===== src/hw/rtl/bmsrfc_ram.sv =====
// ----------------------------------------------------------------------------
// bmsrfc_ram
// Generic single-clock RAM, one write port and one read port, registered read.
// ----------------------------------------------------------------------------
module bmsrfc_ram #(
   parameter int WIDTH = 8,
   parameter int DEPTH = 128
) (
   input  logic                     clock,
   input  logic                     wr_en,
   input  logic [$clog2(DEPTH)-1:0] wr_addr,
   input  logic [WIDTH-1:0]         wr_data,
   input  logic [$clog2(DEPTH)-1:0] rd_addr,
   output logic [WIDTH-1:0]         rd_data
);

   logic [WIDTH-1:0] mem [DEPTH];
   logic [WIDTH-1:0] rd_data_ff;

   always_ff @(posedge clock) begin
      if (wr_en) begin
         mem[wr_addr] <= wr_data;
      end
      rd_data_ff <= mem[rd_addr];
   end

   assign rd_data = rd_data_ff;

endmodule


===== config.mk =====
export PLATFORM = sky130hd
export DESIGN_NAME = bmsrfc_ram
export DESIGN_NICKNAME = d
export VERILOG_FILES = /design/src/hw/rtl/bmsrfc_ram.sv
export SDC_FILE = /design/constraint.sdc
export NUM_CORES = 1
export LEC_CHECK = 0
export BUFFER_PORTS_ARGS = -buffer_cell sky130_fd_sc_hd__buf_4
export CAP_MARGIN = 20
export CORE_MARGIN = 1
export CORE_UTILIZATION = 35
export DETAILED_ROUTE_END_ITERATION = 8
export GPL_TIMING_DRIVEN = 0
export SYNTH_ARGS = -nofsm -noshare
export SYNTH_HDL_FRONTEND = slang
export SYNTH_SLANG_ARGS = --single-unit

===== constraint.sdc =====
create_clock -name clock -period 3.4 [get_ports clock]
set_input_delay 0.34 -clock clock [delete_from_list [all_inputs] [get_ports clock]]
set_output_delay 0.34 -clock clock [all_outputs]
set_load 0.01 [all_outputs]

== Yosys cells after proc, flatten, opt, wreduce, memory -nomap -nowiden ==
Memory sizes are Yosys's and may differ from the RTL's. A register that Yosys moved wholly into a read port is not among the register bits.
Index checks and enable logic that the tools add are counted.
Word-level totals
  flip-flop bits (word level): 0
  memory bits (writable): 1024
  bits of input ports: 24
  output and inout port bits: 8
  word-level logic and storage cells: 3
  memories: 1
Memories
  mem: depth 128, width 8, rd ports 1, clocked after Yosys merged registers in 1, write ports 1, line 17  | logic [WIDTH-1:0] mem [DEPTH];
Cells by class
  muxes and demuxes: 2
Operator list (number)
  1-bit 2-to-1 mux: 2

== Longest topological paths before layout ==
Gate-level depths: netlist of run 1.
  word-level depth: 2
  mapped depth: 7
  depth with buffers taken out: 4

== Least setup slack after synthesis of run 1 ==
OpenSTA, ideal clock, no wires.
  path type: in2reg
  start point: input port rd_addr[0]
  end point: register rd_data_ff[0], in the netlist rd_data[0] (read register of mem)
  library setup time: 121 ps
  data arrival time: 2723 ps
  setup slack: 556 ps
  cell stages on the path: 6
  path through: clkbuf_1 buf_1 mux4_2 mux4_2 mux4_2 mux2_2
RTL lines
  start: declaration: line 13  | input logic [$clog2(DEPTH)-1:0] rd_addr,
  end: declaration: line 18  | logic [WIDTH-1:0] rd_data_ff;

==> results of run 1 <==
metal layers:
layer | GRT usage [%] | up-vias | share of wire (%)
li1 | - | 7344 | -
met1 | 22.98 | 9876 | 41
met2 | 26.88 | 692 | 49
met3 | 3.483 | 139 | 7.5
met4 | 4.629 | 8 | 2.6
met5 | 0 | - | 0.049
flip-flops by register name, indices dropped and copies added (netlist names):
| register | count |
|---|---|
| mem | 1024 |
| rd_data | 8 |
critical path: cells and delay by family:
family / cells / cell delay, ps
buffers and inverters: 2 / 1520
muxes: 4 / 1920
kinds of logic (layout without fill, tap and decap cells):
kind of cell	after synthesis	count (layout)	share of synthesized area, %
other	0	4	0
buffers and inverters	89	321	1.013
and+or+nand+nor	170	170	1.757
DFF	1032	1032	77.93
muxes	344	344	19.30
power by group through the flow:
stage          combinational, mW  sequential, mW  clock [mW]
6_report                    1.41            14.1        11.4
5_1_grt                     1.47            14.1        12.0
4_1_cts                     1.42            14.1        11.5
3_5_place_dp                1.42            14.3           0
3_3_place_gp                1.35            14.3           0
2_1_floorplan              0.710            14.3           0
how the worst min path moves through the flow:
stage / end / slack, ps
after floorplan: mem[0][0]$_DFFE_PP_ / 440
after global placement: rd_data[1] / 750
after detailed placement: rd_data[4] / 740
after CTS: mem[125][1]$_DFFE_PP_ / 180
after global routing: mem[119][1]$_DFFE_PP_ / 210
final: mem[125][1]$_DFFE_PP_ / 190
synthesized netlist by cell type:
cell	n	area [sq um]
buf_1	18	67.56
buf_2	15	75.07
buf_4	11	82.58
buf_6	1	11.26
clkbuf_1	44	165.2
dfxtp_1	8	160.2
edfxtp_1	1024	30750
mux2_2	8	90.09
mux4_2	336	7567
nand2_1	14	52.55
nand2b_1	2	12.51
nand3_1	12	60.06
nand4_1	3	18.77
nor2_1	122	457.9
nor2b_1	7	43.79
nor3_1	9	45.04
or3_1	1	6.260
cell type report:
type / count / area (sq um)
fill: 9661 / 67020
sequential: 1032 / 30910
multi-input combinational: 514 / 8384
clock buffer: 124 / 2720
tap: 1500 / 1877
clock inverter: 68 / 653.1
timing repair buffer: 40 / 523.0
buffer: 89 / 402.9
antenna: 4 / 10.01
through the flow:
stage	total power, mW	hold WS, ps	cell area [sq um]
floorplan	15.05	438.9	39670
global placement	15.69	749.9	41690
detailed placement	15.76	737.6	42080
CTS	27.02	175.7	45450
global route	27.52	205.5	45470
finish	26.85	185.4	45480
==> reports/qor.yml, run 1 <==
outcome:
  outcome: "finished clean"
floorplan:
  die-width_microns: 338.6
  fp.dieArea_sq_mm: 0.1147
  ios: 32
  die-height_microns: 338.6
  rows: 123
  start_util_pct: 35.26
  core_area_sq_mm: 0.1125
pwr:
  intPower_mw: 21.16
  comb_power_share_pct: 5.3
  power_frac_seq_pct: 52.4
  swShare_pct: 21.19
  vdd_ir_drop_max_mv: 0.5399
  p_leak_nw: 13.72
  p_sw_mw: 5.689
  pwr-share-clk_pct: 42.3
  powerDensity_mw_per_mm2: 590.3
finish:
  fin_util_pct: 40.43
  drive_above_1_share_pct: 30.32
  layout_common_cells: "edfxtp_1, mux4_2, nor2_1, clkbuf_16, clkbuf_1"
  syn2layout_area_growth_pct: 14.66
  finalNonFillerCells: 3371
  num-nets-final: 1805
  final_common_cell: "edfxtp_1"
synth:
  netlist_instances: 1635
  synth_area_sq_mm: 0.03967
  synth_cell_type_count: 17
  syn_area_per_cell_sq_um: 24.26
  seq_area_frac_synth_pct: 77.93
  yosysWarnings: 0
  synth_nets: 1659
  ys_ff_latch: 1032
flow_run:
  max_cap_violations: 0
clock_network:
  path_clk_slew_ps: 60
  hold_buffers: 0
  cts_buffer_depth: 3
  ctsResizeCount: 0
  cts_sinks: 1032
  cts_buffers: 104
  cts-root-buf: "clkbuf_16"
  clock_latency_ps: 680
  tritoncts: "done"
  cts-htree-levels: 3
  post_cts_buffers: 0
timing:
  period_minus_slack_ps: 3285
  drv_slew: 0
  layout_setup_ws_ps: 115.2
  fin_crit_sh_pct: 96.61
  tns_ps: 0
  skew_ps: 24.91
  setup_viol: 0
  final_hold_viol_count: 0
  rsz0062_at_grt: "false"
  max_freq_mhz: 304.4
  tightest_slew_ps: 1112
  slew_headroom_pct: 25.85
critical_path:
  path_max_fanout: 10
  reg2reg_slack_ps: 840
  worstSetupStartpointType: "input port"
  path_cells: "clkbuf_1 > clkbuf_1 > mux4_2 > mux4_2 > mux4_2 > mux2_2"
  r2r-end: "rd_data[4]$_DFF_P_"
  required_ps: 3920
  rr_startpoint: "mem[55][4]$_DFFE_PP_"
  critPathArrivalTime_ps: 3810
  cpPeakStageDelay_ps: 890
  cpMaxStageDelayCell: "clkbuf_1"
  crit_start: "rd_addr[2]"
  endpoint_kind: "register"
  crit_top_cell: "mux4_2"
  crit_end: "rd_data[4]$_DFF_P_"
  r2r_cells: 4
  crit_type: "in -> reg"
detailed_routing:
  vias_per_cell: 5.357
  dr.first_iter.drc_count: 2299
  finalWirelength_mm: 95.58
  via_count: 18060
  ant_nets: 0
  drcViolationCount: 0
  detail_route.first_pass.iterations: 5
  wl_per_cell_microns: 28.35
global_routing:
  grt_overflow: 0
  antenna_found_initial: 11
  gr-usage-all-layers_pct: 16.68
  first_global_vias: 18720
  grt_max_degree: 81
  grt_pass1_wl_mm: 136.9
place:
  io_buffers: 20
  place.gp.congestion: 0.8468
  hpwl_mm: 65.87
  dp_cells: 3174
  place_ws_ps: -542.9
hold_path:
  hold_depth: 1
  min-delay-start: "wr_data[1]"
  hold_path.class: "in -> reg"
Power figures use the tool's default switching activity.
==> run 2: changes to the inputs <==
- BUFFER_PORTS_ARGS: -buffer_cell sky130_fd_sc_hd__buf_4 -> -buffer_cell sky130_fd_sc_hd__buf_2
- MAX_ROUTING_LAYER: unset -> met4
==> reports/qor.yml, run 2 (same netlist as run 1, synthesis figures left out) <==
outcome:
  outcome: "finished clean"  # unchanged
timing:
  fin_crit_sh_pct: 96.60  # was 96.61%
  max_freq_mhz: 304.5  # was 304.4 MHz
  tightest_slew_ps: 1121  # was 1112 ps
  slew_headroom_pct: 25.01  # was 25.85%
  final_hold_viol_count: 0  # unchanged
  skew_ps: 46.27  # was 24.91 ps
  rsz0062_at_grt: "false"  # unchanged
  drv_slew: 0  # unchanged
  period_minus_slack_ps: 3284  # was 3285 ps
  setup_viol: 0  # unchanged
clock_network:
  hold_buffers: 0  # unchanged
  cts-root-buf: "clkbuf_16"  # unchanged
  post_cts_buffers: 0  # unchanged
  cts-htree-levels: 3  # unchanged
  ctsResizeCount: 0  # unchanged
  cts_buffers: 105  # was 104
  clock_latency_ps: 690  # was 680 ps
  cts_sinks: 1032  # unchanged
  tritoncts: "done"  # unchanged
  path_clk_slew_ps: 60  # about the same
  cts_buffer_depth: 3  # unchanged
critical_path:
  required_ps: 3910  # was 3920 ps
  endpoint_kind: "register"  # unchanged
  path_max_fanout: 10  # unchanged
  crit_type: "in -> reg"  # unchanged
  critPathArrivalTime_ps: 3800  # was 3810 ps
  reg2reg_slack_ps: 800  # was 840 ps
  worstSetupStartpointType: "input port"  # unchanged
floorplan:
  start_util_pct: 35.26  # unchanged
  die-width_microns: 338.6  # unchanged
  ios: 32  # unchanged
  die-height_microns: 338.6  # unchanged
  rows: 123  # unchanged
  fp.dieArea_sq_mm: 0.1147  # unchanged
  core_area_sq_mm: 0.1125  # unchanged
detailed_routing:
  wl_per_cell_microns: 28.31  # was 28.35 microns
  ant_nets: 0  # unchanged
  finalWirelength_mm: 95.63  # was 95.58 mm
  vias_per_cell: 5.381  # was 5.357
  drcViolationCount: 0  # unchanged
  dr.first_iter.drc_count: 2280  # was 2299
  detail_route.first_pass.iterations: 7  # was 5
  via_count: 18180  # was 18060
finish:
  fill_cells: 9705  # was 9661
  num-nets-final: 1810  # was 1805
  drive_above_1_share_pct: 29.41  # was 30.32%
  final_common_cell: "edfxtp_1"  # unchanged
  largest_register_ff_count: 1024  # unchanged
  syn2layout_area_growth_pct: 14.25  # was 14.66%
  finalNonFillerCells: 3378  # was 3371
  largest-register: "mem"  # unchanged
  layout_common_cells: "edfxtp_1, mux4_2, nor2_1, clkbuf_16, clkbuf_1"  # unchanged
pwr:
  p_leak_nw: 13.61  # was 13.72 nW
  total_power_mw: 26.16  # was 26.85 mW
  vdd_ir_drop_max_mv: 0.4763  # was 0.5399 mV
  powerDensity_mw_per_mm2: 577.3  # was 590.3 mW/mm^2
place:
  hpwl_mm: 65.94  # was 65.87 mm
  dp_cells: 3178  # was 3174
  place.gp.congestion: 0.8581  # was 0.8468
  io_buffers: 20  # unchanged
global_routing:
  grt_pass1_wl_mm: 136.6  # was 136.9 mm
  antenna_found_initial: 15  # was 11
  grt_max_degree: 85  # was 81
  grt_overflow: 0  # unchanged
  gr-usage-all-layers_pct: 17.18  # was 16.68%
  first_global_vias: 18600  # was 18720
hold_path:
  hold_path.class: "in -> reg"  # unchanged
flow_run:
  max_cap_violations: 0  # unchanged
-- run 2: cell types whose count changed in the layout (fill, tap and decap cells not counted), moves of 7 or more --
cell / change
clkbuf_1: +21
buf_2: +15
clkinv_2: -14
buf_4: -12
bufinv_16: -10
clkinv_1: -7
diode_2: +7
-- run 2: power by group --
| group | internal (mW) | leakage, nW | switching, mW | total (mW) |
|---|---|---|---|---|
| Sequential | 14.1 | 9.27 | 0.0159 | 14.1 |
| Clock | 6.01 | 1.53 | 4.67 | 10.7 |
| Combinational | 0.552 | 2.81 | 0.855 | 1.41 |
-- run 2: final timing paths --
| path | startpoint | depth (start not counted) | endpoint |
|---|---|---|---|
| worst min-delay path | wr_data[6] | 1 | mem[114][6]$_DFFE_PP_ |
| worst min register to register | mem[111][2]$_DFFE_PP_ | 4 | rd_data[2]$_DFF_P_ |
| worst max register to register | mem[54][4]$_DFFE_PP_ | 4 | rd_data[4]$_DFF_P_ |
| worst max-delay path | rd_addr[2] | 6 | rd_data[4]$_DFF_P_ |
-- run 2: metrics by stage --
step                      setup TNS (ps)  worst slack (ps)  area (sq um)  utilization (%)  hold slack (ps)
final                                  0             115.7         45320            40.28            186.8
after global routing                   0             138.4         45320            40.28            177.7
after CTS                              0             167.9         45270            40.24            167.7
after detailed placement           -3982            -533.6         42100            37.43            752.1
after global placement             -3842            -518.3         41640            37.02            754.3
after floorplan                        0             556.0         39670                -            438.9
-- run 2: layer usage --
layer  vias to the layer above  global-route usage (%)  share of wire [%]
li1                       7362                       -                  -
met1                      9918                   23.03                 41
met2                       765                   26.67                 48
met3                       133                   3.746                8.2
met4                         0                   4.468                2.4
met5                         -                       -                  0
-- run 2: cell type report --
| type | instances | area [sq um] | area share (%) |
|---|---|---|---|
| buffer | 89 | 401.6 | 0.8863 |
| sequential | 1032 | 30910 | 68.21 |
| antenna | 11 | 27.53 | 0.06074 |
| tap | 1500 | 1877 | 4.141 |
| timing repair buffer | 44 | 560.5 | 1.237 |
| clock buffer | 151 | 2914 | 6.430 |
| multi-input combinational | 514 | 8369 | 18.47 |
| clock inverter | 37 | 257.7 | 0.5688 |
-- run 2: critical path, stage by stage --
cell	delay (ps)
clkbuf_1	680
clkbuf_1	800
mux4_2	460
mux4_2	570
mux4_2	560
mux2_2	360
==> run 3: changes to the inputs <==
- RECOVER_POWER: unset -> 25
- clock period: 3.4 -> 3.85 ns (I/O delays scaled with it)
==> reports/qor.yml, run 3 (same netlist as run 1, synthesis figures left out) <==
outcome:
  outcome: "finished, violations left"  # was finished clean
  violations: "capacitance limit, slew limit"
finish:
  drive_above_1_share_pct: 28.98  # was 29.41%
  final_common_cell: "edfxtp_1"  # unchanged
  num-nets-final: 1810  # unchanged
  syn2layout_area_growth_pct: 14.06  # was 14.25%
  largest-register: "mem"  # unchanged
  layout_common_cells: "edfxtp_1, mux4_2, nor2_1, clkbuf_16, clkbuf_1"  # unchanged
  fin_area_sq_mm: 0.04524  # was 0.04532 sq mm
  largest_register_ff_count: 1024  # unchanged
place:
  dpl_cell_area_sq_mm: 0.04210  # unchanged
  io_buffers: 20  # unchanged
  place.gp.congestion: 0.8581  # unchanged
  hpwl_mm: 65.94  # unchanged
  place_ws_ps: -128.6  # was -533.6 ps
detailed_routing:
  dr.first_iter.drc_count: 2251  # was 2280
  via_count: 18220  # was 18180
  drcViolationCount: 0  # unchanged
  finalWirelength_mm: 95.74  # was 95.63 mm
  wl_per_cell_microns: 28.34  # was 28.31 microns
  detail_route.first_pass.iterations: 7  # unchanged
  ant_nets: 0  # unchanged
  vias_per_cell: 5.394  # was 5.381
floorplan:
  die-width_microns: 338.6  # unchanged
  ios: 32  # unchanged
  core_area_sq_mm: 0.1125  # unchanged
  die-height_microns: 338.6  # unchanged
  start_util_pct: 35.26  # unchanged
  rows: 123  # unchanged
  fp.dieArea_sq_mm: 0.1147  # unchanged
critical_path:
  rr_startpoint: "mem[54][4]$_DFFE_PP_"  # unchanged
  reg2reg_slack_ps: 1250  # was 800 ps
  worstSetupStartpointType: "input port"  # unchanged
  cp_top_family: "multiplexers"  # unchanged
  crit_top_cell: "mux4_2"  # unchanged
  path_cells: "clkbuf_1 > clkbuf_1 > mux4_2 > mux4_2 > mux4_2 > mux2_2"  # unchanged
  critPathArrivalTime_ps: 3820  # was 3800 ps
  r2r_cells: 4  # unchanged
  endpoint_kind: "register"  # unchanged
  cpPeakStageDelay_ps: 810  # was 800 ps
  path_max_fanout: 10  # unchanged
  r2r-end: "rd_data[4]$_DFF_P_"  # unchanged
  required_ps: 4360  # was 3910 ps
  crit_type: "in -> reg"  # unchanged
  cpMaxStageDelayCell: "clkbuf_1"  # unchanged
  critPathBufInv: 2  # unchanged
global_routing:
  grt_max_degree: 85  # unchanged
  first_global_vias: 18600  # unchanged
  gr-usage-all-layers_pct: 17.18  # unchanged
  grt_pass1_wl_mm: 136.6  # unchanged
  antenna_found_initial: 15  # unchanged
  grt_overflow: 0  # unchanged
clock_network:
  clock_latency_ps: 690  # about the same
  path_clk_slew_ps: 60  # about the same
  ctsResizeCount: 0  # unchanged
  tritoncts: "done"  # unchanged
  cts-htree-levels: 3  # unchanged
  cts_sinks: 1032  # unchanged
  cts-root-buf: "clkbuf_16"  # unchanged
  hold_buffers: 0  # unchanged
  post_cts_buffers: 0  # unchanged
  cts_buffers: 105  # unchanged
  cts_buffer_depth: 3  # unchanged
hold_path:
  hold_depth: 2  # was 1
  hold_path.class: "in -> reg"  # unchanged
  holdPathEnd: "rd_data[1]$_DFF_P_"  # was mem[114][6]$_DFFE_PP_
  min-delay-start: "rd_addr[5]"  # was wr_data[6]
timing:
  slew_headroom_pct: -97.43  # was 25.01%
  tns_ps: 0  # unchanged
  layout_setup_ws_ps: 543.1  # was 115.7 ps
  fin_crit_sh_pct: 85.89
  setup_viol: 0  # unchanged
  drv_slew: 588  # was 0
  rsz0062_at_grt: "false"  # unchanged
  skew_ps: 47.03  # was 46.27 ps
  final_hold_viol_count: 0  # unchanged
  tightest_slew_ps: 2961  # was 1121 ps
  max_freq_mhz: 302.4
  period_minus_slack_ps: 3307
pwr:
  total_power_mw: 23.11  # was 26.16 mW
  p_leak_nw: 13.57  # was 13.61 nW
  vdd_ir_drop_max_mv: 0.4346  # was 0.4763 mV
  powerDensity_mw_per_mm2: 510.9  # was 577.3 mW/mm^2
flow_run:
  max_cap_violations: 10  # was 0
[run 3: cell types whose count changed in the layout (fill, tap and decap cells not counted), sizes merged]
cell,before,now
clkbuf,195,205
buf,89,79
[run 3: where the power goes]
part | internal, mW | leakage [nW] | switching [mW]
combinational | 0.480 | 2.76 | 0.755
sequential | 12.4 | 9.27 | 0.0141
clock | 5.31 | 1.53 | 4.13
total | 18.2 | 13.6 | 4.90
[run 3: layer usage]
metal  part of all wire (%)  global-route usage (%)  vias up
met2                     49                   26.67      791
met5                      0                       -        -
met1                     40                   23.03     9939
met4                    2.4                   4.468        0
met3                    8.6                   3.746      131
li1                       -                       -     7359
[run 3: how the worst max path moves through the flow]
| stage | start | to | slack (ps) | cells past startpoint |
|---|---|---|---|---|
| floorplan | rd_addr[0] | rd_data[0]$_DFF_P_ | 960 | 6 |
| global placement | rd_addr[2] | rd_data[3]$_DFF_P_ | -110 | 6 |
| detailed placement | rd_addr[2] | rd_data[3]$_DFF_P_ | -130 | 6 |
| CTS | rd_addr[2] | rd_data[4]$_DFF_P_ | 570 | 6 |
| global route | wr_data[4] | mem[25][4]$_DFFE_PP_ | 290 | 2 |
| finish | rd_addr[2] | rd_data[4]$_DFF_P_ | 540 | 6 |
[run 3: area by class of cell]
type	instances	area [sq um]
Timing Repair Buffer	44	485.5
Clock buffer	151	2914
Tap cell	1500	1877
Multi-Input combinational cell	514	8369
Buffer	89	401.6
Clock inverter	37	257.7
Sequential cell	1032	30910
Fill cell	9719	67260
Antenna cell	11	27.53
[run 3: metrics by stage]
step	util, %	instances	hold slack [ps]
floorplan	-	1635	483.9
global placement	37.02	3155	799.3
detailed placement	37.43	3178	797.1
CTS	40.24	3366	212.7
global route	40.22	3378	307.4
finish	40.22	3378	329.0
